==> src/hw/rtl/dlcaf_pkg.sv <==
// ============================================================================
// Delay-line filter package
// Shared widths, register codes, handshake structs and the saturation helper
// for the comb, slapback and allpass delay-line filter.
// ============================================================================
package dlcaf_pkg;

    // Sample and delay memory geometry. The memory depth must be a power of
    // two so that the pointers wrap on their own.
    localparam int SAMPLE_BITS  = 24;
    localparam int BUFFER_DEPTH = 32768;
    localparam int ADDR_BITS    = $clog2(BUFFER_DEPTH);

    // Register field widths.
    localparam int MODE_BITS  = 2;
    localparam int DELAY_BITS = 15;
    localparam int GAIN_BITS  = 16;
    localparam int FRAC_BITS  = 14;

    // Arithmetic widths: full product, rounded product and the sum headroom.
    localparam int PROD_BITS = SAMPLE_BITS + GAIN_BITS;
    localparam int RND_BITS  = PROD_BITS - FRAC_BITS;
    localparam int ACC_BITS  = SAMPLE_BITS + 3;

    // Configuration channel.
    localparam int CFG_INDEX_BITS = 2;
    localparam int CFG_DATA_BITS  = 16;

    // Output queue.
    localparam int OQ_DEPTH    = 4;
    localparam int OQ_PTR_BITS = $clog2(OQ_DEPTH);
    localparam int OQ_CNT_BITS = $clog2(OQ_DEPTH + 1);
    localparam int OQ_SUM_BITS = OQ_CNT_BITS + 1;

    typedef enum logic [MODE_BITS-1:0] {
        MODE_SLAPBACK    = 2'd0,
        MODE_COMB        = 2'd1,
        MODE_ALLPASS     = 2'd2,
        MODE_ALLPASS_ALT = 2'd3
    } filter_mode_t;

    localparam logic [CFG_INDEX_BITS-1:0] CFG_IDX_MODE  = 2'd0;
    localparam logic [CFG_INDEX_BITS-1:0] CFG_IDX_DELAY = 2'd1;
    localparam logic [CFG_INDEX_BITS-1:0] CFG_IDX_GAIN  = 2'd2;

    localparam filter_mode_t                  RST_MODE  = MODE_COMB;
    localparam logic [DELAY_BITS-1:0]         RST_DELAY = 15'd500;
    localparam logic signed [GAIN_BITS-1:0]   RST_GAIN  = 16'sd4915;

    typedef logic signed [SAMPLE_BITS-1:0] sample_t;
    typedef logic [ADDR_BITS-1:0]          addr_t;

    typedef struct packed {
        filter_mode_t                filter_mode;
        logic [DELAY_BITS-1:0]       delay_samples;
        logic signed [GAIN_BITS-1:0] feedback_gain;
    } cfg_t;

    // One accepted sample entering the pipeline, with its memory addresses.
    typedef struct packed {
        logic    valid;
        sample_t x;
        addr_t   wr_addr;
        addr_t   rd_addr;
        logic    rd_ok;
    } issue_t;

    typedef struct packed {
        logic    en;
        addr_t   addr;
        sample_t data;
    } mem_wr_t;

    typedef struct packed {
        logic s1_valid;
        logic s2_valid;
    } pipe_status_t;

    // Clamp a wide signed sum to the signed sample range.
    function automatic sample_t sat_sample(input logic signed [ACC_BITS-1:0] v);
        logic over_hi;
        logic over_lo;
        over_hi = !v[ACC_BITS-1] && (|v[ACC_BITS-2:SAMPLE_BITS-1]);
        over_lo = v[ACC_BITS-1] && !(&v[ACC_BITS-2:SAMPLE_BITS-1]);
        if (over_hi)
            return {1'b0, {(SAMPLE_BITS-1){1'b1}}};
        else if (over_lo)
            return {1'b1, {(SAMPLE_BITS-1){1'b0}}};
        else
            return v[SAMPLE_BITS-1:0];
    endfunction

endpackage

==> src/hw/rtl/dlcaf_if.sv <==


interface dlcaf_out_if import dlcaf_pkg::*; ();
    logic    valid;
    logic    ready;
    sample_t sample_out;

    modport source (output valid, output sample_out, input ready);
    modport sink   (input valid, input sample_out, output ready);
endinterface


==> src/hw/rtl/dlcaf_out_queue.sv <==
// ============================================================================
// Delay-line filter output queue
// Small register queue between the datapath and the result channel, so the
// pipeline keeps moving while the receiver stalls.
// ============================================================================
module dlcaf_out_queue import dlcaf_pkg::*; (
    input  logic                   clk,
    input  logic                   rst_n,
    input  logic                   push,
    input  sample_t                push_data,
    dlcaf_out_if.source            results,
    output logic [OQ_CNT_BITS-1:0] count
);

    sample_t                  mem_reg [OQ_DEPTH];
    logic [OQ_PTR_BITS-1:0]   wr_ptr_reg;
    logic [OQ_PTR_BITS-1:0]   wr_ptr_next;
    logic [OQ_PTR_BITS-1:0]   rd_ptr_reg;
    logic [OQ_PTR_BITS-1:0]   rd_ptr_next;
    logic [OQ_CNT_BITS-1:0]   count_reg;
    logic [OQ_CNT_BITS-1:0]   count_next;
    logic                     pop;

    assign results.valid      = (count_reg != '0);
    assign results.sample_out = mem_reg[rd_ptr_reg];
    assign pop                = results.valid && results.ready;
    assign count              = count_reg;

    always_comb
    begin
        wr_ptr_next = push ? wr_ptr_reg + OQ_PTR_BITS'(1) : wr_ptr_reg;
        rd_ptr_next = pop ? rd_ptr_reg + OQ_PTR_BITS'(1) : rd_ptr_reg;
        count_next  = count_reg + OQ_CNT_BITS'(push) - OQ_CNT_BITS'(pop);
    end

    always_ff @(posedge clk or negedge rst_n)
    begin
        if (!rst_n)
        begin
            wr_ptr_reg <= '0;
            rd_ptr_reg <= '0;
            count_reg  <= '0;
        end
        else
        begin
            wr_ptr_reg <= wr_ptr_next;
            rd_ptr_reg <= rd_ptr_next;
            count_reg  <= count_next;
        end
    end

    always_ff @(posedge clk)
    begin
        if (push)
        begin
            mem_reg[wr_ptr_reg] <= push_data;
        end
    end

    // The input credit check must keep a full queue from being pushed.
    a_no_overflow: assert property (@(posedge clk) disable iff (!rst_n)
        push |-> (count_reg != OQ_CNT_BITS'(OQ_DEPTH)))
        else $error("output queue pushed while full");

endmodule

==> src/flat_wrapper.sv <==
// flat-port wrapper written by rule: the top's interface ports become plain ports
module dlcaf_out_queue_flat import dlcaf_pkg::*;
  (clk, rst_n, push, push_data, count, results_valid, results_sample_out, results_ready);
  dlcaf_out_if results_i ();
  input  logic clk;
  input  logic rst_n;
  input  logic push;
  input  sample_t push_data;
  output logic [OQ_CNT_BITS-1:0] count;
  output wire logic [$bits(results_i.valid)-1:0] results_valid;
  output wire logic [$bits(results_i.sample_out)-1:0] results_sample_out;
  input wire logic [$bits(results_i.ready)-1:0] results_ready;
  assign results_valid = results_i.valid;
  assign results_sample_out = results_i.sample_out;
  assign results_i.ready = results_ready;
  dlcaf_out_queue u_core (.clk(clk), .rst_n(rst_n), .push(push), .push_data(push_data), .results(results_i), .count(count));
endmodule
==> config.mk <==
export PLATFORM = sky130hd
export DESIGN_NAME = dlcaf_out_queue_flat
export DESIGN_NICKNAME = d
export VERILOG_FILES = /design/src/hw/rtl/dlcaf_pkg.sv /design/src/hw/rtl/dlcaf_if.sv /design/src/hw/rtl/dlcaf_out_queue.sv /design/src/flat_wrapper.sv
export SDC_FILE = /design/constraint.sdc
export NUM_CORES = 1
export LEC_CHECK = 0
export BUFFER_PORTS_ARGS = -buffer_cell sky130_fd_sc_hd__buf_2
export CAP_MARGIN = 25
export CELL_PAD_IN_SITES_DETAIL_PLACEMENT = 2
export CELL_PAD_IN_SITES_GLOBAL_PLACEMENT = 2
export CORE_MARGIN = 2
export CORE_UTILIZATION = 40
export DETAILED_ROUTE_END_ITERATION = 7
export PLACE_DENSITY_LB_ADDON = 0.2
export SLEW_MARGIN = 20
export SYNTH_ARGS = -nofsm -noshare
export SYNTH_HDL_FRONTEND = slang
export SYNTH_SLANG_ARGS = --single-unit
==> constraint.sdc <==
create_clock -name clk -period 1.88 [get_ports clk]
set_input_delay 0.282 -clock clk [delete_from_list [all_inputs] [get_ports clk]]
set_output_delay 0.282 -clock clk [all_outputs]
set_load 0.005 [all_outputs]
## Word level (Yosys, flattened, before mapping)

Memory sizes are Yosys's and may differ from the RTL's.
Index checks and enable logic that the tools add are counted.

| word-level totals | value |
|---|---|
| register bits after elaboration | 7 |
| RAM bits | 96 |
| bits in read-only memories | 0 |
| bits in latches | 0 |
| logic and storage cells | 12 |
| memories kept | 1 |

Memories:

| name | depth | bits a word | read ports | clocked after memory_dff | wr ports | RTL line | source |
|---|---|---|---|---|---|---|---|
| u_core.mem_reg | 4 | 24 | 1 | 0 | 1 | dlcaf_out_queue.sv:15 | `sample_t mem_reg [OQ_DEPTH];` |

| operators by class | value |
|---|---|
| equality and inequality tests | 0 |
| multiplexer cells | 2 |
| reduce and logical (&&, ||, !) cells | 2 |
| bitwise gates (word level) | 0 |
| multipliers | 0 |
| divide/modulo/power cells | 0 |
| $lt $le $gt $ge | 0 |
| shift operators | 0 |
| $add $sub $neg | 4 |

Operator list:

| cell | count |
|---|---|
| $add 2x1->2 const B | 2 |
| $add 3x1->3 | 1 |
| $reduce_bool 3->1 | 1 |
| $sub 3x1->3 | 1 |
| $mux 1 | 2 |
| $logic_and 1x1->1 | 1 |

## Logic depth before layout (Yosys ltp)

| logic depth | value |
|---|---|
| depth after elaboration | 3 |
| gate-level depth with buffers | 7 |
| mapped depth without buffers | 7 |

## Least setup slack after synthesis

OpenSTA, ideal clock, no wires.

| timing path | value |
|---|---|
| path kind | flip-flop to flip-flop |
| start point | reg u_core.count_reg[1], in the netlist u_core.count[1] |
| end point | reg u_core.count_reg[2], in the netlist u_core.count[2] |
| stages on the path, launching flop included | 8 |
| clock period less this slack | 1.945 ns |
| arrival time | 1.822 ns |
| setup slack | -0.065 ns |
| library setup time | 0.123 ns |
| path through | dfrtp_1 -> o31a_1 -> ha_1 -> inv_1 -> ha_1 -> fa_1 -> xnor2_1 -> xnor2_1 |

| between the ends | value |
|---|---|
| word-level cells in the longest chain between the ends | 3 |
| elaborated cells on any way between the ends | 4 |

RTL lines:

| what | RTL line | source |
|---|---|---|
| start, declared | dlcaf_out_queue.sv:20 | `logic [OQ_CNT_BITS-1:0] count_reg;` |
| start signal, assigned | dlcaf_out_queue.sv:48 | `count_reg <= count_next;` |
| $reduce_bool 3->1 | dlcaf_out_queue.sv:24 | `assign results.valid = (count_reg != '0);` |
| $logic_and 1x1->1 | dlcaf_out_queue.sv:26 | `assign pop = results.valid && results.ready;` |
| named net u_core.pop | dlcaf_out_queue.sv:22 | `logic pop;` |
| $sub 3x1->3 | dlcaf_out_queue.sv:33 | `count_next = count_reg + OQ_CNT_BITS'(push) - OQ_CNT_BITS'(pop);` |
| named net u_core.count_next[2] | dlcaf_out_queue.sv:21 | `logic [OQ_CNT_BITS-1:0] count_next;` |

The timed path passes the listed nets, and every way through them passes these cells.
A chain may end at the register's enable or synchronous reset.

## Worst setup path after layout

| timing path | value |
|---|---|
| start point | reg u_core.rd_ptr_reg[0] |
| end point | out results_sample_out[1] |

| between the ends | value |
|---|---|
| word-level cells in the longest chain between the ends | 1 |

RTL lines:

| what | RTL line | source |
|---|---|---|
| start, declared | dlcaf_out_queue.sv:18 | `logic [OQ_PTR_BITS-1:0] rd_ptr_reg;` |
| start signal, assigned | dlcaf_out_queue.sv:47 | `rd_ptr_reg <= rd_ptr_next;` |
| $mem_v2 4x24 | - |  |
| end, declared | flat_wrapper.sv:11 | `output wire logic [$bits(results_i.sample_out)-1:0] results_sample_out;` |

Every way passes these cells.

==> impl_results.md <==
- Status: finished, violations left
- Failing checks: setup timing
- Routability cong.: 0.6566
- CP endpoint kind: primary output
- Post-Syn Nets: 195
- Mapped Cells: 160
- Placed insts: 358
- Crit path max fanout: 7
- Clk_skew: 5.727 ps
- CP Launch Type: flop
- CTS buffer count: 9
- Static Leak: 1.704 nW
- Detail Route Antenna Nets: 0
- I/O Pins: 56
- Die X: 102.8 um
- PortBufs: 55
- Critical Path AT: 1700 ps
- Minimum clock period: 1982 ps
- TritonCTS clock tree: built
- Slew margin rel.: 0.7497
- Root Driver: clkbuf_8
- Synthesized flop and latch total: 103
- Largest net degree at the start of global routing: 19
- Hold WC Path Type: input pin to flop
- First-pass GRT wire length: 12,180 um
- Drt drc: 0
- Synthesis-to-layout area growth: 20.69%
- Simple-gate share of the synthesized area: 0.008969
- H-tree Lvls: 3
- Grt ovf: 0
- Cell Pwr Density: 1466 mW/mm2
- Core area: 0.009639 mm2
- Synth Area in XOR/XNOR: 0.01121
- Max-slew violation count: 0
- Routed len/inst: 20.98 um
- Initial antenna violation count: 0
- Sequential area share after synthesis: 0.7828
- Die ar.: 0.01057 mm2
- Yosys cell types: 18
- DR vias: 1,873
- Total Power: 6.913 mW
- Drt via density: 4.903
- Number of detailed-route iterations in the first pass: 4
- Diodes inserted: 0
- Global Route Usage Sum: 0.1635
- Initial DRC count: 44
- Netlist Area Pre-Place: 0.003906 mm2
- Largest family of logic cells by synthesized area: multiplexers
- Layout cell share with drive strength beyond 1: 0.4699
- Critical path required time: 1600 ps
- Final Hold Viols: 0
- Multiplexer share of the synthesized area: 0.1441
- Non-Filler Instances: 382
- Y dimension of the die: 102.8 um
- Max IR drop VDD: 0.5965 mV
- Starting Density: 0.4052
- Final setup fails: 25
- Clk buf depth: 2
- Adder-cell share of the synthesized area: 0.02434
- Skew-Pair Late Insertion Delay: 360 ps
- Clock transition at path regs: 100 ps
- Ys flop type: edfxtp_1
- Period utilization: 1.054
- Drt total wl: 8013 um
- Largest register FFs: 96
- RSZ-0062 raised after global routing: true
- Asr flop ratio synth: 0.06796
- FMAX: 504.6 MHz
- Final net count: 279
- Worst setup margin: -101.7 ps
- Pin slew with the least headroom to its limit: 370.8 ps
- Number of global-route vias before repair: 2,122
- Crit Path Category: flop to primary output
- EDFF count, synth: 96
- Synth Area per Inst: 24.41 um2
- Row count: 36
- DP HPWL: 5461 um
- CTS sink count: 103
- Synth Area in Compound Gates: 0.005766
- Syn. warnings: 0
- # Max-Cap Violations: 0
[path summary, 6_finish.rpt]
path                       cells after the start                          endpoint                        startpoint  slack (ps)
hold / removal                                 1   u_core.mem_reg[2][20]$_DFFE_PP_                     push_data[20]         130
setup / recovery                               3             results_sample_out[1]  u_core.rd_ptr_reg[0]$_DFFE_PN0P_        -100
hold reg to reg                                1  u_core.wr_ptr_reg[0]$_DFFE_PN0P_  u_core.wr_ptr_reg[0]$_DFFE_PN0P_         590
min in group asynchronous                      2         u_core.count[1]$_DFF_PN0_                             rst_n         270
max in group asynchronous                      2  u_core.rd_ptr_reg[0]$_DFFE_PN0P_                             rst_n        1440
setup reg to reg                               7         u_core.count[2]$_DFF_PN0_         u_core.count[2]$_DFF_PN0_         -40
[what timing repair did]
action                                  in CTS  in global routing
buffers inserted                             5                  1
pin swaps                                    1                  2
hold endpoints to repair                     7                  0
hold buffers                                 1                  0
gates cloned                                 0                  1
endpoints found under the setup margin      25                 26
gates resized for setup                      3                  3
[cells in the mapped netlist (2+ instances only)]
cell / n / area, um2
edfxtp_1: 96 / 2883
mux4_2: 18 / 405.4
dfrtp_1: 7 / 175.2
ha_1: 6 / 75.07
inv_1: 6 / 22.52
mux4_1: 6 / 157.7
and2_1: 4 / 25.02
buf_2: 3 / 15.01
xnor2_1: 3 / 26.28
buf_12: 2 / 40.04
xor2_1: 2 / 17.52
[placed cells by master (no fill, tap or decap)]
cell,instances
inv_1,6
buf_4,18
edfxtp_1,96
xnor2_2,1
and2_1,4
ha_2,1
clkbuf_16,1
clkinv_1,1
mux4_2,20
buf_2,54
clkbuf_8,9
xnor2_1,2
o21ai_0,1
fa_2,1
buf_12,3
ha_1,5
mux4_1,4
clkinv_4,2
buf_6,2
inv_6,2
dfrtp_2,1
or3_1,1
dfrtp_1,6
dlygate4sd3_1,1
nand2_1,1
o31a_1,1
clkinv_2,1
inv_8,1
xor2_1,2
o311ai_0,1
[critical path: stages (launching register included)]
cell	delay, ps
dfrtp_2	450
buf_12	160
mux4_1	580
buf_2	150
[metrics by stage]
stage	cell area [um2]	util	setup WS, ps	TNS, ps	hold slack (ps)
after floorplan	3909	-	-34.11	-34.11	-13.59
after global placement	4418	0.4583	29.60	0	122.9
after detailed placement	4418	0.4583	-62.35	-62.35	129.3
after CTS	4676	0.4851	-122.3	-2023	112.7
after global routing	4715	0.4891	-178.2	-3567	115.3
final	4715	0.4891	-101.7	-1482	132.4
[report_power, final]
part	total, mW	internal [mW]	switching (mW)
registers	3.18	3.02	0.164
logic	2.43	1.32	1.11
clock network	1.30	0.499	0.799
[layer usage]
layer,up-vias,GRT usage,share of wire,wire length [um]
met1,991,0.2046,0.44,3492
met5,-,0,0,0
met2,47,0.2831,0.51,4114
li1,827,-,-,-
met3,8,0.03797,0.037,299
met4,0,0.05466,0.013,107
[final cells by class]
cell class	count	area (um2)
Clock buffer	9	123.9
Clock inverter	7	55.05
Fill cell	906	4925
Inverter	6	22.52
Multi-Input combinational cell	45	764.5
Sequential cell	103	3059
Tap cell	133	166.4
Timing Repair Buffer	79	523.0
[cell families after synthesis]
logic type	Yosys count
multiplexers	24
buffers and inverters	12
XOR/XNOR	5
flip-flops	103
AO/OA/AOI/OAI	3
AND/OR/NAND/NOR	6
adder cells (fa/ha/maj)	7
No activity file was read; power rests on OpenSTA's default activity.
