### config.mk
export PLATFORM = sky130hd
export DESIGN_NAME = dlcaf_datapath
export DESIGN_NICKNAME = d
export VERILOG_FILES = /design/src/hw/rtl/dlcaf_pkg.sv /design/src/hw/rtl/dlcaf_datapath.sv
export SDC_FILE = /design/constraint.sdc
export NUM_CORES = 2
export LEC_CHECK = 0
export BUFFER_PORTS_ARGS = -buffer_cell sky130_fd_sc_hd__buf_4
export CAP_MARGIN = 20
export CORE_ASPECT_RATIO = 1.75
export CORE_MARGIN = 2
export CORE_UTILIZATION = 59
export CTS_CLUSTER_DIAMETER = 50
export DETAILED_ROUTE_END_ITERATION = 8
export PLACE_DENSITY = 0.83
export SETUP_SLACK_MARGIN = 0.3
export SLEW_MARGIN = 0
export SYNTH_ARGS = -nofsm -noshare
export SYNTH_HDL_FRONTEND = slang
export SYNTH_SLANG_ARGS = --single-unit
### constraint.sdc
create_clock -name clk -period 7.75 [get_ports clk]
set_input_delay 0.775 -clock clk [delete_from_list [all_inputs] [get_ports clk]]
set_output_delay 0.775 -clock clk [all_outputs]
set_load 0.05 [all_outputs]
### src/hw/rtl/dlcaf_pkg.sv
// ============================================================================
// Delay-line filter package
// Shared widths, register codes, handshake structs and the saturation helper
// for the comb, slapback and allpass delay-line filter.
// ============================================================================
package dlcaf_pkg;

    // Sample and delay memory geometry. The memory depth must be a power of
    // two so that the pointers wrap on their own.
    localparam int SAMPLE_BITS  = 24;
    localparam int BUFFER_DEPTH = 32768;
    localparam int ADDR_BITS    = $clog2(BUFFER_DEPTH);

    // Register field widths.
    localparam int MODE_BITS  = 2;
    localparam int DELAY_BITS = 15;
    localparam int GAIN_BITS  = 16;
    localparam int FRAC_BITS  = 14;

    // Arithmetic widths: full product, rounded product and the sum headroom.
    localparam int PROD_BITS = SAMPLE_BITS + GAIN_BITS;
    localparam int RND_BITS  = PROD_BITS - FRAC_BITS;
    localparam int ACC_BITS  = SAMPLE_BITS + 3;

    // Configuration channel.
    localparam int CFG_INDEX_BITS = 2;
    localparam int CFG_DATA_BITS  = 16;

    // Output queue.
    localparam int OQ_DEPTH    = 4;
    localparam int OQ_PTR_BITS = $clog2(OQ_DEPTH);
    localparam int OQ_CNT_BITS = $clog2(OQ_DEPTH + 1);
    localparam int OQ_SUM_BITS = OQ_CNT_BITS + 1;

    typedef enum logic [MODE_BITS-1:0] {
        MODE_SLAPBACK    = 2'd0,
        MODE_COMB        = 2'd1,
        MODE_ALLPASS     = 2'd2,
        MODE_ALLPASS_ALT = 2'd3
    } filter_mode_t;

    localparam logic [CFG_INDEX_BITS-1:0] CFG_IDX_MODE  = 2'd0;
    localparam logic [CFG_INDEX_BITS-1:0] CFG_IDX_DELAY = 2'd1;
    localparam logic [CFG_INDEX_BITS-1:0] CFG_IDX_GAIN  = 2'd2;

    localparam filter_mode_t                  RST_MODE  = MODE_COMB;
    localparam logic [DELAY_BITS-1:0]         RST_DELAY = 15'd500;
    localparam logic signed [GAIN_BITS-1:0]   RST_GAIN  = 16'sd4915;

    typedef logic signed [SAMPLE_BITS-1:0] sample_t;
    typedef logic [ADDR_BITS-1:0]          addr_t;

    typedef struct packed {
        filter_mode_t                filter_mode;
        logic [DELAY_BITS-1:0]       delay_samples;
        logic signed [GAIN_BITS-1:0] feedback_gain;
    } cfg_t;

    // One accepted sample entering the pipeline, with its memory addresses.
    typedef struct packed {
        logic    valid;
        sample_t x;
        addr_t   wr_addr;
        addr_t   rd_addr;
        logic    rd_ok;
    } issue_t;

    typedef struct packed {
        logic    en;
        addr_t   addr;
        sample_t data;
    } mem_wr_t;

    typedef struct packed {
        logic s1_valid;
        logic s2_valid;
    } pipe_status_t;

    // Clamp a wide signed sum to the signed sample range.
    function automatic sample_t sat_sample(input logic signed [ACC_BITS-1:0] v);
        logic over_hi;
        logic over_lo;
        over_hi = !v[ACC_BITS-1] && (|v[ACC_BITS-2:SAMPLE_BITS-1]);
        over_lo = v[ACC_BITS-1] && !(&v[ACC_BITS-2:SAMPLE_BITS-1]);
        if (over_hi)
            return {1'b0, {(SAMPLE_BITS-1){1'b1}}};
        else if (over_lo)
            return {1'b1, {(SAMPLE_BITS-1){1'b0}}};
        else
            return v[SAMPLE_BITS-1:0];
    endfunction

endpackage

### src/hw/rtl/dlcaf_datapath.sv
// ============================================================================
// Delay-line filter datapath
// Two stages after the memory read: gain products, then rounding, sums,
// saturation and write-back of the new delay value.
// ============================================================================
module dlcaf_datapath import dlcaf_pkg::*; (
    input  logic         clk,
    input  logic         rst_n,
    input  cfg_t         cfg,
    input  issue_t       issue,
    input  sample_t      rd_data,
    output mem_wr_t      wr,
    output pipe_status_t status,
    output logic         res_push,
    output sample_t      res_data
);

    // Stage 1: memory data arrives.
    logic    s1_valid_reg;
    sample_t s1_x_reg;
    addr_t   s1_wr_addr_reg;
    addr_t   s1_rd_addr_reg;
    logic    s1_rd_ok_reg;

    // Last write, kept for the read that raced it.
    logic    fwd_en_reg;
    addr_t   fwd_addr_reg;
    sample_t fwd_data_reg;

    logic                        fwd_hit;
    sample_t                     s1_d;
    logic signed [GAIN_BITS-1:0] gain;
    logic signed [PROD_BITS-1:0] s1_gd;
    logic signed [PROD_BITS-1:0] s1_gx;

    // Stage 2: products registered.
    logic                        s2_valid_reg;
    sample_t                     s2_x_reg;
    sample_t                     s2_d_reg;
    addr_t                       s2_wr_addr_reg;
    logic signed [PROD_BITS-1:0] s2_gd_reg;
    logic signed [PROD_BITS-1:0] s2_gx_reg;

    logic signed [RND_BITS-1:0] gd_hi;
    logic signed [RND_BITS-1:0] gx_hi;
    logic signed [ACC_BITS-1:0] x_e;
    logic signed [ACC_BITS-1:0] d_e;
    logic signed [ACC_BITS-1:0] gd_e;
    logic signed [ACC_BITS-1:0] gx_e;
    logic signed [ACC_BITS-1:0] gd_rb;
    logic signed [ACC_BITS-1:0] gx_rb;
    logic signed [ACC_BITS-1:0] fb_sum;
    logic signed [ACC_BITS-1:0] ff_sum;
    logic signed [ACC_BITS-1:0] ap_diff;
    sample_t                    stored;
    sample_t                    y;

    // The write that lands on the same edge as a read is not seen by the
    // read-first memory, so it is taken from the forwarding register. Entries
    // never written since reset read as zero.
    assign fwd_hit = fwd_en_reg && (fwd_addr_reg == s1_rd_addr_reg);
    assign s1_d    = fwd_hit ? fwd_data_reg : (s1_rd_ok_reg ? rd_data : '0);
    assign gain    = cfg.feedback_gain;
    assign s1_gd   = gain * s1_d;
    assign s1_gx   = gain * s1_x_reg;

    // Rounding half up: floor(p / 2^14) plus the bit just below the cut.
    assign gd_hi  = s2_gd_reg[PROD_BITS-1:FRAC_BITS];
    assign gx_hi  = s2_gx_reg[PROD_BITS-1:FRAC_BITS];
    assign x_e    = ACC_BITS'(s2_x_reg);
    assign d_e    = ACC_BITS'(s2_d_reg);
    assign gd_e   = ACC_BITS'(gd_hi);
    assign gx_e   = ACC_BITS'(gx_hi);
    assign gd_rb  = {{(ACC_BITS-1){1'b0}}, s2_gd_reg[FRAC_BITS-1]};
    assign gx_rb  = {{(ACC_BITS-1){1'b0}}, s2_gx_reg[FRAC_BITS-1]};
    assign fb_sum  = x_e + gd_e + gd_rb;
    assign ff_sum  = x_e + d_e;
    assign ap_diff = d_e - gx_e - gx_rb;

    always_comb
    begin
        unique case (cfg.filter_mode)
            MODE_SLAPBACK:
            begin
                stored = s2_x_reg;
                y      = sat_sample(ff_sum);
            end
            MODE_COMB:
            begin
                stored = sat_sample(fb_sum);
                y      = sat_sample(ff_sum);
            end
            MODE_ALLPASS, MODE_ALLPASS_ALT:
            begin
                stored = sat_sample(fb_sum);
                y      = sat_sample(ap_diff);
            end
        endcase
    end

    assign wr.en    = s2_valid_reg;
    assign wr.addr  = s2_wr_addr_reg;
    assign wr.data  = stored;
    assign res_push = s2_valid_reg;
    assign res_data = y;

    assign status.s1_valid = s1_valid_reg;
    assign status.s2_valid = s2_valid_reg;

    always_ff @(posedge clk or negedge rst_n)
    begin
        if (!rst_n)
        begin
            s1_valid_reg <= 1'b0;
            s2_valid_reg <= 1'b0;
            fwd_en_reg   <= 1'b0;
        end
        else
        begin
            s1_valid_reg <= issue.valid;
            s2_valid_reg <= s1_valid_reg;
            fwd_en_reg   <= s2_valid_reg;
        end
    end

    always_ff @(posedge clk)
    begin
        s1_x_reg       <= issue.x;
        s1_wr_addr_reg <= issue.wr_addr;
        s1_rd_addr_reg <= issue.rd_addr;
        s1_rd_ok_reg   <= issue.rd_ok;

        s2_x_reg       <= s1_x_reg;
        s2_d_reg       <= s1_d;
        s2_wr_addr_reg <= s1_wr_addr_reg;
        s2_gd_reg      <= s1_gd;
        s2_gx_reg      <= s1_gx;

        fwd_addr_reg   <= s2_wr_addr_reg;
        fwd_data_reg   <= stored;
    end

    // Writes of back-to-back samples go to consecutive memory entries.
    a_wr_addr_seq: assert property (@(posedge clk) disable iff (!rst_n)
        (wr.en && $past(wr.en)) |-> (wr.addr == $past(wr.addr) + ADDR_BITS'(1)))
        else $error("delay memory writes are not in pointer order");

endmodule

# Word-level counts from Yosys, hierarchy flattened

Cells that the tools add are included.

Register bits after elaboration: 240
Word-level logic and storage cells: 58

Equality and inequality tests: 4
Add/sub/neg operators: 5
Reductions and logical operators: 23
Mux-type cells: 10
Multiply operators: 2

Operators with widths:

| kind                                                | count |
|---|---|
| 2-to-1 mux 24 bit                                   | 8 |
| case mux 24 bit (2 select lines)                    | 2 |
| multiplier 16 x 24 -> 40 bit                        | 2 |
| adder 24 x 26 -> 27 bit                             | 1 |
| adder 27 x 2 -> 27 bit                              | 1 |
| subtractor 24 x 26 -> 27 bit                        | 1 |
| subtractor 27 x 2 -> 27 bit                         | 1 |
| adder 24 x 24 -> 25 bit                             | 1 |
| equality test 15 bit                                | 1 |
| OR reduction 3 bit                                  | 4 |
| AND reduction 3 bit                                 | 3 |
| logical AND 1 bit                                   | 7 |
| logical NOT 1 bit                                   | 6 |
| equality test 2 bit, second input constant          | 2 |
| OR reduction 2 bit                                  | 2 |
| equality test 2 x 1 -> 1 bit, second input constant | 1 |
| logical NOT 2 bit                                   | 1 |

# Depth between registers and ports, before layout

Depth in word-level cells: 8
Depth in mapped cells: 31

# Least setup slack after synthesis

No wires, ideal clock.

Path type: register -> register
From: register s1_rd_addr_reg[10]
To: register s2_gd_reg[39]
Clock period less this slack: 7.418 ns
Setup slack: 0.332 ns
Stages on the path, launching flop included: 30
Setup time: 0.127 ns
Data arrival time: 7.291 ns
Buffers on the path: 3
Path through: dfxtp_1 xnor2_1 nand4_1 nor4_2 clkbuf_1 buf_1 nand2_1 o21ai_1 clkbuf_1 nand2_1 fa_1 fa_1 fa_1 inv_1 fa_1 fa_1 inv_1 fa_1 inv_1 ha_1 a21o_1 a21o_1 a21oi_1 o21ai_0 a311oi_1 a21oi_1 o2111ai_1 nand4b_1 a221oi_1 xnor2_1

Word-level cells in the longest chain between the ends: 4

RTL lines:

| what                         | line                  | text |
|---|---|---|
| start: declaration           | dlcaf_datapath.sv:22  | `addr_t s1_rd_addr_reg;` |
| start signal: assignment     | dlcaf_datapath.sv:130 | `s1_rd_addr_reg <= issue.rd_addr;` |
| equality test 15 bit         | dlcaf_datapath.sv:61  | `assign fwd_hit = fwd_en_reg && (fwd_addr_reg == s1_rd_addr_reg);` |
| logical AND 1 bit            | dlcaf_datapath.sv:61  |  |
| 2-to-1 mux 24 bit            | dlcaf_datapath.sv:62  | `assign s1_d = fwd_hit ? fwd_data_reg : (s1_rd_ok_reg ? rd_data : '0);` |
| net s1_d[16]                 | dlcaf_datapath.sv:31  | `sample_t s1_d;` |
| multiplier 16 x 24 -> 40 bit | dlcaf_datapath.sv:64  | `assign s1_gd = gain * s1_d;` |
| net s1_gd[39]                | dlcaf_datapath.sv:33  | `logic signed [PROD_BITS-1:0] s1_gd;` |
| end signal: assignment       | dlcaf_datapath.sv:136 | `s2_gd_reg <= s1_gd;` |
| end: declaration             | dlcaf_datapath.sv:41  | `logic signed [PROD_BITS-1:0] s2_gd_reg;` |

The timed path passes the listed nets, and every way through them passes these cells.

# Worst setup path in the final report

From: register fwd_addr_reg[14]
To: register s2_gd_reg[38]

Word-level cells in the longest chain between the ends: 4

RTL lines:

| what                         | line                  | text |
|---|---|---|
| start: declaration           | dlcaf_datapath.sv:27  | `addr_t fwd_addr_reg;` |
| start signal: assignment     | dlcaf_datapath.sv:139 | `fwd_addr_reg <= s2_wr_addr_reg;` |
| equality test 15 bit         | dlcaf_datapath.sv:61  |  |
| logical AND 1 bit            | dlcaf_datapath.sv:61  |  |
| 2-to-1 mux 24 bit            | dlcaf_datapath.sv:62  |  |
| multiplier 16 x 24 -> 40 bit | dlcaf_datapath.sv:64  |  |
| net s1_gd[38]                | dlcaf_datapath.sv:33  |  |

The timed path passes the listed nets, and every way through them passes these cells.

==> metrics.csv <==
stage,metric,value,unit
worst_setup_path,crit_top_cell,fa_1,
grt,track_usage,0.3752,
synth,yosysTopAreaCellShare,0.4088,
die,die_area,64350,sq um
clocking,cts_tree,done,
die,fp.dieW,192.6,microns
route,ant_nets,0,
synth,synthCells,4067,
route,vias,30087,
sta,min_period,7.694,ns
place,port_buffers,166,
sta,holdWs,0.2548,ns
clocking,h-tree-depth,1,
die,rows,121,
route,wl_met2,52990,microns
worst_setup_path,cp-end-kind,flop,
worst_setup_path,cp.required,8.24,ns
grt,grt_pass1_wl,177800,microns
die,ios,182,
clocking,clock_sinks,214,
worst_setup_path,critPathSlowestCell,fa_1,
route,drt-met1-wl,32860,microns
synth,syn_avg_cell_area,9.032,sq um
clocking,clock_latency,0.62,ns
worst_setup_path,critical_path_class,flop to flop,
synth,synth-edff-count,0,
grt,grt_max_degree,49,
clocking,numCtsBuffers,28,
route,totalWireLength,116000,microns
route,highest_layer,met5,
place,hpwlAfterDp,84190,microns
synth,synth_area_leaders,"fa_1, dfxtp_1, ha_1",
sta,worst_pin_slew,1.280,ns
sta,hold_violations,0,
die,start_util,0.5932,
sta,max-slew-margin-rel,0.1376,
min_path,hp-class,primary input to flop,
route,drc,0,
synth,ys_seq_elements,214,
worst_setup_path,r2r_end,s2_gd_reg[38],
status,status,"finished, final reports clean",
route,routed-wl-met3,13830,microns
worst_setup_path,timing.reg2reg.setup_slack,0.06,ns
worst_setup_path,slowest_delay,0.59,ns
worst_setup_path,r2r_start,fwd_addr_reg[14],
sta,finalSetupViolations,0,
synth,netlist_area,36730,sq um
worst_setup_path,worstPathArrival,8.19,ns
grt,antenna_found_initial,14,
clocking,clk_path_buf_depth,3,
worst_setup_path,crit_path_start_kind,flop,
route,wl_per_cell,22.81,microns
cells_and_area,nFillCells,4567,
sta,clock.fmax,0.1300,GHz
synth,yosysSeqAreaShare,0.1170,
sta,rsz0062_at_grt,yes,
place,gp_congestion,0.9714,
cells_and_area,multiInputGateArea,28730,sq um
route,dr.pass1.iters,7,
clocking,clk_pin_slew_worst_paths,0.07,ns
sta,skew,0.01779,ns
cells_and_area,area_growth,12.63,%
worst_setup_path,path_max_fanout,17,
min_path,min-delay-start,issue[21],
die,core,61920,sq um
synth,yosysTopAreaCell,fa_1,
sta,slew_violations,0,
grt,grt_pass1_vias,32740,
clocking,clockRootBuffer,clkbuf_16,
synth,ys_types,89,
min_path,hold_depth,1,
synth,synth_fp_nets,5221,
cells_and_area,post_route_cells_drive_above_1_share,0.1168,
worst_setup_path,reg2regPathDepth,33,
synth,synthFlopType,dfxtp_1,
route,dr.first_iter.drc_count,2374,
synth,ys_warn_count,0,
cells_and_area,final-seq-area,4304,sq um
cells_and_area,final_nets,5412,
sta,post-route-period-util,0.9928,
job,cap_violations,0,
min_path,holdPathEnd,s1_wr_addr_reg[5],
die,die-height,334.1,microns
route,vias_per_cell,5.917,
grt,grt_overflow,0,
synth,async_flop_share,0.01402,
==> routing by layer <==
metal / up-vias / track usage
met5: - / 0
met4: 14 / 0.4075
met3: 864 / 0.1479
met2: 1839 / 0.5788
met1: 14729 / 0.3595
li1: 12641 / -
==> layout make-up <==
type,count,area share
Tap cell,799,0.02416
Multi-Input combinational cell,2769,0.6944
Clock buffer,29,0.01754
Antenna cell,6,0.0003629
Inverter,926,0.08402
Clock inverter,23,0.007531
Timing Repair Buffer,319,0.06799
Sequential cell,214,0.1040
==> through the flow <==
step	std cells	utilization	setup slack [ns]	instance area (sq um)	setup TNS, ns
floorplan	4067	-	0.3324	36730	0
global placement	4959	0.6311	0.09656	39080	0
detailed placement	4959	0.6311	0.008280	39080	0
CTS	5059	0.6598	0.3008	40860	0
global route	5083	0.6680	-0.1614	41370	-0.9791
finish	5085	0.6681	0.05557	41370	0
==> critical path: cells and delay by family (launching register included) <==
family | cells | cell delay [ns]
flops | 1 | 0.38
buf+inv | 11 | 1.39
compound gates | 5 | 0.77
fa+ha+maj | 7 | 3.34
simple gates | 8 | 1.15
xor+xnor | 2 | 0.50
==> synth_stat cells (20+ instances only) <==
library cell	number
a21o_1	64
a21oi_1	149
and2_1	289
clkbuf_1	142
dfxtp_1	211
fa_1	750
ha_1	289
inv_1	926
nand2_1	548
nand2b_1	36
nand3_1	35
nand4_1	21
nor2_1	103
nor3_1	21
o21a_1	20
o21ai_0	81
o21ai_1	26
xnor2_1	114
xor2_1	31
==> cell families after synthesis <==
logic type / after synthesis / synth area share
AOI/OAI and AO/OA: 464 / 0.08107
and+or+nand+nor: 1117 / 0.1456
xor gates and xnor gates: 146 / 0.03502
muxes: 2 / 0.0005450
adders and majority gates: 1040 / 0.5075
DFF: 214 / 0.1170
buffers and inverters: 1084 / 0.1133
==> worst max-delay path by stage <==
| stage | start | to | slack, ns | cells past startpoint |
|---|---|---|---|---|
| final | fwd_addr_reg[14] | s2_gd_reg[38] | 0.06 | 33 |
| after CTS | fwd_addr_reg[14] | s2_gd_reg[36] | 0.30 | 34 |
| after floorplan | s1_rd_addr_reg[10] | s2_gd_reg[39] | 0.33 | 29 |
| after detailed placement | s1_rd_addr_reg[0] | s2_gd_reg[39] | 0.008 | 28 |
| after global placement | s1_rd_addr_reg[0] | s2_gd_reg[39] | 0.1 | 28 |
| after global routing | fwd_addr_reg[14] | s2_gd_reg[39] | -0.16 | 32 |
==> cells in the final DEF, fill, tap and decap left out, types with 72 or more instances in the layout <==
cell,Yosys,layout
inv_1,926,919
dfxtp_1,211,207
xnor2_1,114,107
and2_1,289,283
ha_1,289,280
buf_4,3,276
o21ai_0,81,72
nor2_1,103,102
a21oi_1,149,136
fa_1,750,742
nand2_1,548,543
==> repair_timing <==
action / in CTS / in global routing
endpoints found under the setup margin: 12 / 24
hold endpoints to repair: 3 / 0
setup buffers: 42 / 17
pin swaps: 29 / 70
gates resized for setup: 58 / 77
hold buffers: 1 / 0
cloned: 5 / 1
Power is left out: the tool's default activity adds up to more than one toggle a clock period on the data nets, which glitch-free logic cannot reach.
