### src/hw/rtl/dlcaf_pkg.sv
// ============================================================================
// Delay-line filter package
// Shared widths, register codes, handshake structs and the saturation helper
// for the comb, slapback and allpass delay-line filter.
// ============================================================================
package dlcaf_pkg;

    // Sample and delay memory geometry. The memory depth must be a power of
    // two so that the pointers wrap on their own.
    localparam int SAMPLE_BITS  = 24;
    localparam int BUFFER_DEPTH = 32768;
    localparam int ADDR_BITS    = $clog2(BUFFER_DEPTH);

    // Register field widths.
    localparam int MODE_BITS  = 2;
    localparam int DELAY_BITS = 15;
    localparam int GAIN_BITS  = 16;
    localparam int FRAC_BITS  = 14;

    // Arithmetic widths: full product, rounded product and the sum headroom.
    localparam int PROD_BITS = SAMPLE_BITS + GAIN_BITS;
    localparam int RND_BITS  = PROD_BITS - FRAC_BITS;
    localparam int ACC_BITS  = SAMPLE_BITS + 3;

    // Configuration channel.
    localparam int CFG_INDEX_BITS = 2;
    localparam int CFG_DATA_BITS  = 16;

    // Output queue.
    localparam int OQ_DEPTH    = 4;
    localparam int OQ_PTR_BITS = $clog2(OQ_DEPTH);
    localparam int OQ_CNT_BITS = $clog2(OQ_DEPTH + 1);
    localparam int OQ_SUM_BITS = OQ_CNT_BITS + 1;

    typedef enum logic [MODE_BITS-1:0] {
        MODE_SLAPBACK    = 2'd0,
        MODE_COMB        = 2'd1,
        MODE_ALLPASS     = 2'd2,
        MODE_ALLPASS_ALT = 2'd3
    } filter_mode_t;

    localparam logic [CFG_INDEX_BITS-1:0] CFG_IDX_MODE  = 2'd0;
    localparam logic [CFG_INDEX_BITS-1:0] CFG_IDX_DELAY = 2'd1;
    localparam logic [CFG_INDEX_BITS-1:0] CFG_IDX_GAIN  = 2'd2;

    localparam filter_mode_t                  RST_MODE  = MODE_COMB;
    localparam logic [DELAY_BITS-1:0]         RST_DELAY = 15'd500;
    localparam logic signed [GAIN_BITS-1:0]   RST_GAIN  = 16'sd4915;

    typedef logic signed [SAMPLE_BITS-1:0] sample_t;
    typedef logic [ADDR_BITS-1:0]          addr_t;

    typedef struct packed {
        filter_mode_t                filter_mode;
        logic [DELAY_BITS-1:0]       delay_samples;
        logic signed [GAIN_BITS-1:0] feedback_gain;
    } cfg_t;

    // One accepted sample entering the pipeline, with its memory addresses.
    typedef struct packed {
        logic    valid;
        sample_t x;
        addr_t   wr_addr;
        addr_t   rd_addr;
        logic    rd_ok;
    } issue_t;

    typedef struct packed {
        logic    en;
        addr_t   addr;
        sample_t data;
    } mem_wr_t;

    typedef struct packed {
        logic s1_valid;
        logic s2_valid;
    } pipe_status_t;

    // Clamp a wide signed sum to the signed sample range.
    function automatic sample_t sat_sample(input logic signed [ACC_BITS-1:0] v);
        logic over_hi;
        logic over_lo;
        over_hi = !v[ACC_BITS-1] && (|v[ACC_BITS-2:SAMPLE_BITS-1]);
        over_lo = v[ACC_BITS-1] && !(&v[ACC_BITS-2:SAMPLE_BITS-1]);
        if (over_hi)
            return {1'b0, {(SAMPLE_BITS-1){1'b1}}};
        else if (over_lo)
            return {1'b1, {(SAMPLE_BITS-1){1'b0}}};
        else
            return v[SAMPLE_BITS-1:0];
    endfunction

endpackage

### src/hw/rtl/dlcaf_if.sv


interface dlcaf_cfg_if import dlcaf_pkg::*; ();
    logic                      valid;
    logic                      ready;
    logic [CFG_INDEX_BITS-1:0] index;
    logic [CFG_DATA_BITS-1:0]  data;

    modport source (output valid, output index, output data, input ready);
    modport sink   (input valid, input index, input data, output ready);
endinterface

### src/hw/rtl/dlcaf_cfg_regs.sv
// ============================================================================
// Delay-line filter configuration registers
// Decodes register write beats into mode, delay and gain; unknown indexes
// are dropped.
// ============================================================================
module dlcaf_cfg_regs import dlcaf_pkg::*; (
    input  logic              clk,
    input  logic              rst_n,
    dlcaf_cfg_if.sink         cfg,
    output cfg_t              cfg_q
);

    cfg_t regs_reg;
    cfg_t regs_next;
    logic wr_fire;

    assign cfg.ready = 1'b1;
    assign wr_fire   = cfg.valid && cfg.ready;
    assign cfg_q     = regs_reg;

    always_comb
    begin
        regs_next = regs_reg;
        if (wr_fire)
        begin
            unique case (cfg.index)
                CFG_IDX_MODE:  regs_next.filter_mode   = filter_mode_t'(cfg.data[MODE_BITS-1:0]);
                CFG_IDX_DELAY: regs_next.delay_samples = cfg.data[DELAY_BITS-1:0];
                CFG_IDX_GAIN:  regs_next.feedback_gain = cfg.data[GAIN_BITS-1:0];
                default:       regs_next = regs_reg;
            endcase
        end
    end

    always_ff @(posedge clk or negedge rst_n)
    begin
        if (!rst_n)
        begin
            regs_reg.filter_mode   <= RST_MODE;
            regs_reg.delay_samples <= RST_DELAY;
            regs_reg.feedback_gain <= RST_GAIN;
        end
        else
        begin
            regs_reg <= regs_next;
        end
    end

endmodule

### src/flat_wrapper.sv
// flat-port wrapper written by rule: the top's interface ports become plain ports
module dlcaf_cfg_regs_flat import dlcaf_pkg::*;
  (clk, rst_n, cfg_q, cfg_valid, cfg_index, cfg_data, cfg_ready);
  dlcaf_cfg_if cfg_i ();
  input  logic clk;
  input  logic rst_n;
  output cfg_t cfg_q;
  input wire logic [$bits(cfg_i.valid)-1:0] cfg_valid;
  input wire logic [$bits(cfg_i.index)-1:0] cfg_index;
  input wire logic [$bits(cfg_i.data)-1:0] cfg_data;
  output wire logic [$bits(cfg_i.ready)-1:0] cfg_ready;
  assign cfg_i.valid = cfg_valid;
  assign cfg_i.index = cfg_index;
  assign cfg_i.data = cfg_data;
  assign cfg_ready = cfg_i.ready;
  dlcaf_cfg_regs u_core (.clk(clk), .rst_n(rst_n), .cfg(cfg_i), .cfg_q(cfg_q));
endmodule
### config.mk
export PLATFORM = sky130hd
export DESIGN_NAME = dlcaf_cfg_regs_flat
export DESIGN_NICKNAME = d
export VERILOG_FILES = /design/src/hw/rtl/dlcaf_pkg.sv /design/src/hw/rtl/dlcaf_if.sv /design/src/hw/rtl/dlcaf_cfg_regs.sv /design/src/flat_wrapper.sv
export SDC_FILE = /design/constraint.sdc
export NUM_CORES = 1
export LEC_CHECK = 0
export BUFFER_PORTS_ARGS = -buffer_cell sky130_fd_sc_hd__buf_2
export CAP_MARGIN = 20
export CELL_PAD_IN_SITES_DETAIL_PLACEMENT = 0
export CELL_PAD_IN_SITES_GLOBAL_PLACEMENT = 1
export CORE_AREA = 2 2 61 63
export DETAILED_ROUTE_END_ITERATION = 8
export DIE_AREA = 0 0 63 65
export PLACE_DENSITY_LB_ADDON = 0.1
export SYNTH_ARGS = -nofsm -noshare
export SYNTH_HDL_FRONTEND = slang
export SYNTH_SLANG_ARGS = --single-unit
### constraint.sdc
create_clock -name clk -period 1.6 [get_ports clk]
set_input_delay 0.08 -clock clk [delete_from_list [all_inputs] [get_ports clk]]
set_output_delay 0.08 -clock clk [all_outputs]
set_load 0.05 [all_outputs]
# ---- Word level (Yosys, flattened, before mapping)
# Cells that the tools add are included.
dict set report totals {
  in_bits 21
  regBits 33
  word_cells 9
}
dict set report op_classes {
  eq_ne 2
  reduce_logical 4
}
# cell count
set ops {}
lappend ops {{$reduce_and 2->1} 3}
lappend ops {{$eq 2x1->1 const B} 1}
lappend ops {{$eq 2x2->1 const B} 1}
lappend ops {{$logic_not 2->1} 1}

# ---- Depth between registers and ports, before layout
# Gate-level depths: netlist (run 1).
dict set report depth {
  depth_word 2
  ltp_mapped 3
}

# ---- Worst setup path after synthesis (run 1)
# Ideal clock, no wire load.
dict set report synth_path {
  kind {register -> register}
  start {reg, netlist name u_core.cfg_q[15]}
  end {reg u_core.regs_reg (netlist bit u_core.cfg_q[15])}
  setup_slack_ps 610
  setup_ps 125
  required_time_ps 1475
  t_arrival_ps 866
  path_stages_with_launch 2
  cell_sequence {dfrtp_1 mux2_2}
}
# element line
set synth_lines {}
lappend synth_lines {{end signal, assigned} dlcaf_cfg_regs.sv:45} ;# regs_reg <= regs_next;
lappend synth_lines {{end, declared} dlcaf_cfg_regs.sv:13} ;# cfg_t regs_reg;

# ---- Worst setup path after layout (run 1)
dict set report layout_path {
  start {reg u_core.regs_reg (netlist bit u_core.cfg_q[5])}
  end {out cfg_q[5] in the netlist's numbering}
}
# element line
set layout_lines {}
lappend layout_lines {{end, declared} flat_wrapper.sv:7} ;# output cfg_t cfg_q;
# No word-level cell between the ends.

==> results of run 1 <==
cell families (layout without fill, tap and decap cells):
family                 count (synthesis)  in the layout  synth area share, %
DFF                                   33             33                 61.5
buffers and inverters                  3             78                 2.19
and+or+nand+nor                        3              3                 3.47
other                                  1              1                0.273
muxes                                 33             33                 32.6
report_power, final:
group | switching (mW) | leakage (nW) | total (mW) | internal, mW
sequential | 0.0785 | 0.372 | 1.12 | 1.04
clock | 0.282 | 0.0413 | 0.536 | 0.255
combinational | 0.731 | 0.560 | 1.06 | 0.334
through the flow:
stage | instance area, um2 | std cells
CTS | 1910 | 196
global placement | 1670 | 171
detailed placement | 1670 | 171
global route | 1910 | 196
finish | 1910 | 196
floorplan | 1370 | 73
placed cells by master (no fill, tap or decap):
cell | Yosys | final
sky130_fd_sc_hd__buf_2 | 0 | 53
sky130_fd_sc_hd__mux2_4 | 20 | 20
sky130_fd_sc_hd__dfrtp_1 | 19 | 19
sky130_fd_sc_hd__nor3b_1 | 1 | 1
sky130_fd_sc_hd__dlygate4sd3_1 | 0 | 17
sky130_fd_sc_hd__dfstp_2 | 14 | 14
sky130_fd_sc_hd__nand3b_4 | 2 | 2
sky130_fd_sc_hd__clkbuf_8 | 0 | 2
sky130_fd_sc_hd__clkinv_2 | 0 | 1
sky130_fd_sc_hd__clkbuf_4 | 0 | 5
sky130_fd_sc_hd__mux2_2 | 13 | 13
sky130_fd_sc_hd__conb_1 | 1 | 1
metal layers:
layer  vias up  share of wire [%]  routed length [um]  track usage (%)
li1        407                  -                   -                -
met1       413                 44                1180             17.7
met2        35                 47                1240             22.6
met3         7                6.4                 168             5.21
met4         0                2.1                  56             8.33
met5         -                  0                   0                0
final timing paths:
path,startpoint,to,slack (ns),cells past startpoint
setup / recovery,u_core.cfg_q[5],cfg_q[5],0.38,1
hold reg to reg,u_core.cfg_q[32],u_core.cfg_q[32],0.51,1
hold / removal,cfg_index[1],u_core.cfg_q[32],0.19,3
min in group asynchronous,rst_n,u_core.cfg_q[14],0.33,2
max in group asynchronous,rst_n,u_core.cfg_q[28],0.81,2
setup reg to reg,u_core.cfg_q[19],u_core.cfg_q[19],0.83,1
worst min-delay path: stages:
cell                      delay, ns
sky130_fd_sc_hd__buf_2         0.12
sky130_fd_sc_hd__nor3b_1       0.07
sky130_fd_sc_hd__mux2_2        0.22
cell type report:
type	count	area (um2)
clock inverters	1	5.00
flip-flops and latches	33	843
multi-input cells	37	498
well taps	48	60.1
repair buffers	70	435
clock buffers	7	65.1
fillers	322	1590
what timing repair did:
item,CTS,global route
gates resized for setup,0,0
endpoints found under the hold margin,50,0
buffers inserted,0,0
hold buffers,17,0
==> impl_metrics.sql, run 1 <==
INSERT INTO impl_metrics (metric_group, metric, value, unit) VALUES
('outcome', 'run_status', 'finished, final reports clean', ''),
('grt', 'wire_length_of_the_first_global_routing_pass', '4.49', 'mm'),
('grt', 'track_usage', '14.6', '%'),
('final_layout', 'drive_gt1_share', '74.3', '%'),
('route', 'dr_total_vias', '862', ''),
('placement', 'sum_of_net_half_perimeters_after_detailed_placement', '1.68', 'mm'),
('yosys', 'synthArstFlopShare', '100', '%'),
('grt', 'antenna_violations_before_repair', '0', ''),
('setup_path', 'critical_path.cell_chain', 'buf_2', ''),
('timing', 'tightest_slew', '0.718', 'ns'),
('clock_tree', 'clk-insertion-delay-late', '0.33', 'ns'),
('timing', 'fin_crit_sh', '76.3', '%'),
('final_layout', 'antenna_cells_inserted', '0', ''),
('clock_tree', 'clock-root-buffer', 'sky130_fd_sc_hd__clkbuf_4', ''),
('pwr', 'p_leak', '0.973', 'nW'),
('clock_tree', 'clock_sink_count', '33', ''),
('yosys', 'syn-num-nets', '94', ''),
('yosys', 'synth-warning-count', '0', ''),
('placement', 'gp_congestion', '0.602', ''),
('floorplanning', 'rows', '22', ''),
('placement', 'post-place-ws', '0.489', 'ns'),
('timing', 'maxSlewViolCount', '0', ''),
('timing', 'grt_setup_unrepaired', 'no', ''),
('yosys', 'main_area_contributors_after_synthesis', 'sky130_fd_sc_hd__dfrtp_1, sky130_fd_sc_hd__dfstp_2, sky130_fd_sc_hd__mux2_4', ''),
('route', 'via_to_cell_ratio', '4.40', ''),
('yosys', 'synthMostInstantiatedCell', 'sky130_fd_sc_hd__mux2_4', ''),
('grt', 'via_count_of_the_first_global_routing_pass', '947', ''),
('route', 'drt_iter0_drc', '29', ''),
('timing', 'clock.fmax', '0.819', 'GHz'),
('clock_tree', 'cts_made_buffers', '5', ''),
('setup_path', 'worst_ep_arrival_time', '1.14', 'ns'),
('final_layout', 'number_of_flip_flops_in_the_largest_register', '33', ''),
('placement', 'placement.io_buffers', '53', ''),
('route', 'drcViolationCount', '0', ''),
('timing', 'final.setup_skew', '0', 'ns'),
('hold_path', 'hold_path.class', 'in -> reg', ''),
('final_layout', 'finalCoreUtilization', '54.5', '%'),
('floorplanning', 'die_height', '65', 'um'),
('grt', 'globalRoute.totalOverflow', '0', ''),
('flow_run', 'timing.max_cap.violations', '0', ''),
('setup_path', 'critical_path.max_fanout', '2', ''),
('yosys', 'syn_avg_cell_area', '18.8', 'um2'),
('clock_tree', 'cts-htree-levels', '2', ''),
('timing', 'timing.final.ws_setup', '0.379', 'ns'),
('route', 'drtPass1Iterations', '2', ''),
('setup_path', 'criticalPathCategory', 'reg -> out', ''),
('pwr', 'power.density', '1430', 'nW/um2'),
('floorplanning', 'fp.dieW', '63', 'um'),
('yosys', 'synth.distinct_cells', '9', ''),
('timing', 'setup_viol', '0', ''),
('timing', 'period_minus_slack', '1.22', 'ns'),
('yosys', 'synth_sequential_area_ratio', '61.5', '%'),
('clock_tree', 'clk_pin_slew_worst_paths', '0.10', 'ns'),
('floorplanning', 'initial_standard_cell_utilization_of_the_core', '39.2', '%'),
('route', 'drtAntennaViolNets', '0', ''),
('setup_path', 'setup_crit_start_kind', 'flip-flop', ''),
('yosys', 'synthDominantAreaCellType', 'sky130_fd_sc_hd__dfrtp_1', ''),
('grt', 'grt_start_max_net_pins', '34', ''),
('clock_tree', 'tritoncts', 'done', ''),
('timing', 'setup-tns-final', '0', 'ns'),
('yosys', 'postSynth.topFlopCell', 'sky130_fd_sc_hd__dfrtp_1', ''),
('yosys', 'synth-edff-count', '0', ''),
('yosys', 'synth_common_cells', 'sky130_fd_sc_hd__mux2_4, sky130_fd_sc_hd__dfrtp_1, sky130_fd_sc_hd__dfstp_2', ''),
('pwr', 'report.power.total', '2.72', 'mW'),
('setup_path', 'critPathBufInv', '1', ''),
('final_layout', 'area_growth', '39.1', '%'),
('yosys', 'post_synthesis_cell_area', '1370', 'um2'),
('floorplanning', 'fp.coreArea', '3500', 'um2'),
('clock_tree', 'cts.path.max_buffers', '2', ''),
('final_layout', 'layout.nets', '168', ''),
('timing', 'slew_headroom', '52.1', '%');
Power figures use the tool's default switching activity.
==> run 2, diff against run 1 <==
--- a/config.mk
+++ b/config.mk
@@ -9,9 +9,9 @@
 export CAP_MARGIN = 20
 export CELL_PAD_IN_SITES_DETAIL_PLACEMENT = 0
 export CELL_PAD_IN_SITES_GLOBAL_PLACEMENT = 1
-export CORE_AREA = 2 2 61 63
+export CORE_AREA = 2 2 64 66
 export DETAILED_ROUTE_END_ITERATION = 8
-export DIE_AREA = 0 0 63 65
+export DIE_AREA = 0 0 66 68
 export PLACE_DENSITY_LB_ADDON = 0.1
 export SYNTH_ARGS = -nofsm -noshare
 export SYNTH_HDL_FRONTEND = slang
==> constraint.sdc (replaced) <==
create_clock -name clk -period 1.2 [get_ports clk]
set_input_delay 0.06 -clock clk [delete_from_list [all_inputs] [get_ports clk]]
set_output_delay 0.06 -clock clk [all_outputs]
set_load 0.05 [all_outputs]
==> impl_metrics.sql, run 2 (synthesized netlist as in run 1, its figures left out) <==
INSERT INTO impl_metrics (metric_group, metric, value, unit) VALUES
('floorplanning', 'fp.coreArea', '3860', 'um2'),
('setup_path', 'critical_path.max_fanout', '2', ''),
('setup_path', 'critical_path.reg2reg.endpoint', 'u_core.cfg_q[16]', ''),
('final_layout', 'finalCoreUtilization', '46.2', '%'),
('route', 'via_to_cell_ratio', '4.54', ''),
('grt', 'globalRoute.totalOverflow', '0', ''),
('grt', 'track_usage', '12.5', '%'),
('route', 'post_drt_wl_per_cell', '13.9', 'um'),
('setup_path', 'timing.critical_path.required', '1.14', 'ns'),
('clock_tree', 'cts_made_buffers', '5', ''),
('timing', 'fin_crit_sh', '94.5', '%'),
('floorplanning', 'num_io_pins', '55', ''),
('clock_tree', 'post_cts_setup_buffer_count', '0', ''),
('hold_path', 'hold_path_startpoint', 'cfg_data[15]', ''),
('final_layout', 'drive_gt1_share', '82.7', '%'),
('grt', 'grt_start_max_net_pins', '19', ''),
('final_layout', 'most-common-layout-cells', 'sky130_fd_sc_hd__buf_2, sky130_fd_sc_hd__mux2_4, sky130_fd_sc_hd__dfrtp_1, sky130_fd_sc_hd__dfstp_2, sky130_fd_sc_hd__mux2_2', ''),
('clock_tree', 'tritoncts', 'done', ''),
('setup_path', 'regToRegSetupSlack', '0.44', 'ns'),
('setup_path', 'worst_r2r_path_depth', '1', ''),
('flow_run', 'timing.max_cap.violations', '0', ''),
('setup_path', 'criticalPathCategory', 'reg -> out', ''),
('final_layout', 'commonest_non_fill_non_tap_cell_in_the_layout', 'sky130_fd_sc_hd__buf_2', ''),
('pwr', 'power.density', '2060', 'nW/um2'),
('clock_tree', 'clock-root-buffer', 'sky130_fd_sc_hd__clkbuf_8', ''),
('timing', 'clock.fmax', '0.882', 'GHz'),
('timing', 'period_minus_slack', '1.13', 'ns'),
('route', 'dr_total_vias', '830', ''),
('floorplanning', 'fp.dieArea', '4490', 'um2'),
('hold_path', 'worstHoldPathCells', '2', ''),
('clock_tree', 'cts.path.max_buffers', '2', ''),
('placement', 'gp_congestion', '0.645', ''),
('timing', 'final.setup_skew', '0', 'ns'),
('route', 'drtPass1Iterations', '4', ''),
('clock_tree', 'cts-htree-levels', '2', ''),
('timing', 'timing_hold_violations_final', '0', ''),
('clock_tree', 'clock_sink_count', '33', ''),
('setup_path', 'crit_reg_reg_startpoint', 'u_core.cfg_q[16]', ''),
('grt', 'antenna_violations_before_repair', '0', ''),
('timing', 'maxSlewViolCount', '0', ''),
('setup_path', 'crit_path_max_incr_delay', '0.53', 'ns'),
('pwr', 'report.power.total', '3.66', 'mW'),
('setup_path', 'end_kind', 'output pin', ''),
('setup_path', 'critical-path-top-delay-family', 'flip-flops', ''),
('final_layout', 'number_of_flip_flops_in_the_largest_register', '33', ''),
('clock_tree', 'postCtsHoldBufs', '1', ''),
('floorplanning', 'fp.dieW', '66', 'um'),
('setup_path', 'critical_path.cell_chain', 'buf_2', ''),
('grt', 'via_count_of_the_first_global_routing_pass', '827', ''),
('hold_path', 'holdPathEnd', 'u_core.cfg_q[15]', ''),
('grt', 'wire_length_of_the_first_global_routing_pass', '4.02', 'mm'),
('route', 'drcViolationCount', '0', ''),
('setup_path', 'critPathBufInv', '1', ''),
('route', 'drt_iter0_drc', '36', ''),
('setup_path', 'worst_ep_arrival_time', '1.07', 'ns'),
('timing', 'grt_setup_unrepaired', 'no', ''),
('floorplanning', 'die_height', '68', 'um'),
('setup_path', 'crit_slowest_cell', 'sky130_fd_sc_hd__dfstp_2', ''),
('pwr', 'vdd_ir_drop_max', '1.01', 'mV'),
('floorplanning', 'initial_standard_cell_utilization_of_the_core', '35.6', '%'),
('final_layout', 'area_growth', '29.9', '%'),
('final_layout', 'final_area', '1780', 'um2'),
('timing', 'setup-tns-final', '0', 'ns'),
('setup_path', 'setup_crit_start_kind', 'flip-flop', ''),
('pwr', 'p_leak', '0.919', 'nW'),
('placement', 'placed_cell_area', '1690', 'um2'),
('placement', 'placement.io_buffers', '53', ''),
('outcome', 'run_status', 'finished, final reports clean', ''),
('final_layout', 'layout.nets', '153', ''),
('clock_tree', 'ctsResizeCount', '0', ''),
('route', 'drtAntennaViolNets', '0', ''),
('clock_tree', 'clk-insertion-delay-late', '0.28', 'ns'),
('final_layout', 'antenna_cells_inserted', '0', ''),
('clock_tree', 'clk_pin_slew_worst_paths', '0.06', 'ns'),
('timing', 'setup_viol', '0', ''),
('timing', 'final.hold.worst_slack', '0.0103', 'ns'),
('floorplanning', 'rows', '23', ''),
('hold_path', 'hold_path.class', 'in -> reg', ''),
('placement', 'sum_of_net_half_perimeters_after_detailed_placement', '1.80', 'mm'),
('route', 'routed_wirelength', '2.54', 'mm');
==> run 2: changes by cell type in the layout (fill, tap and decap cells not counted), sizes merged <==
cell	change
clkinv	+1
clkbuf	-1
buf	+1
dlygate4sd3	-16
==> run 2: per-stage QoR <==
step / std cells / worst slack, ns
6_report: 183 / 0.0656
5_1_grt: 183 / 0.0134
4_1_cts: 183 / 0.0512
3_5_place_dp: 174 / 0.127
3_3_place_gp: 174 / 0.147
2_1_floorplan: 73 / 0.210
==> run 2: worst max path at each step <==
| stage | from | slack, ns | cells after the start | end |
|---|---|---|---|---|
| 5_1_grt | u_core.cfg_q[12] | 0.01 | 1 | cfg_q[12] |
| 2_1_floorplan | u_core.cfg_q[15] | 0.21 | 1 | u_core.cfg_q[15] |
| 4_1_cts | u_core.cfg_q[20] | 0.05 | 1 | cfg_q[20] |
| 3_3_place_gp | cfg_index[0] | 0.15 | 3 | u_core.cfg_q[13] |
| 3_5_place_dp | cfg_index[1] | 0.13 | 3 | u_core.cfg_q[19] |
| 6_report | u_core.cfg_q[20] | 0.07 | 1 | cfg_q[20] |
==> run 2: layer usage <==
metal | up-vias | global-route usage [%] | routed length (um)
li1 | 374 | - | -
met1 | 414 | 15.2 | 1120
met2 | 37 | 18.9 | 1180
met3 | 5 | 5.76 | 198
met4 | 0 | 6.12 | 51
met5 | - | 0 | 0
==> run 2: area by class of cell <==
cell class / count / area [um2]
clock buffers: 6 / 72.6
clock inverters: 2 / 10.0
fillers: 365 / 2070
multi-input cells: 37 / 498
flip-flops and latches: 33 / 843
well taps: 50 / 62.6
repair buffers: 55 / 295
==> run 2: power by group <==
group	switching [mW]	internal (mW)	leakage, nW	total (mW)
logic	0.975	0.418	0.502	1.39
clock network	0.373	0.401	0.0450	0.774
registers	0.107	1.39	0.372	1.50
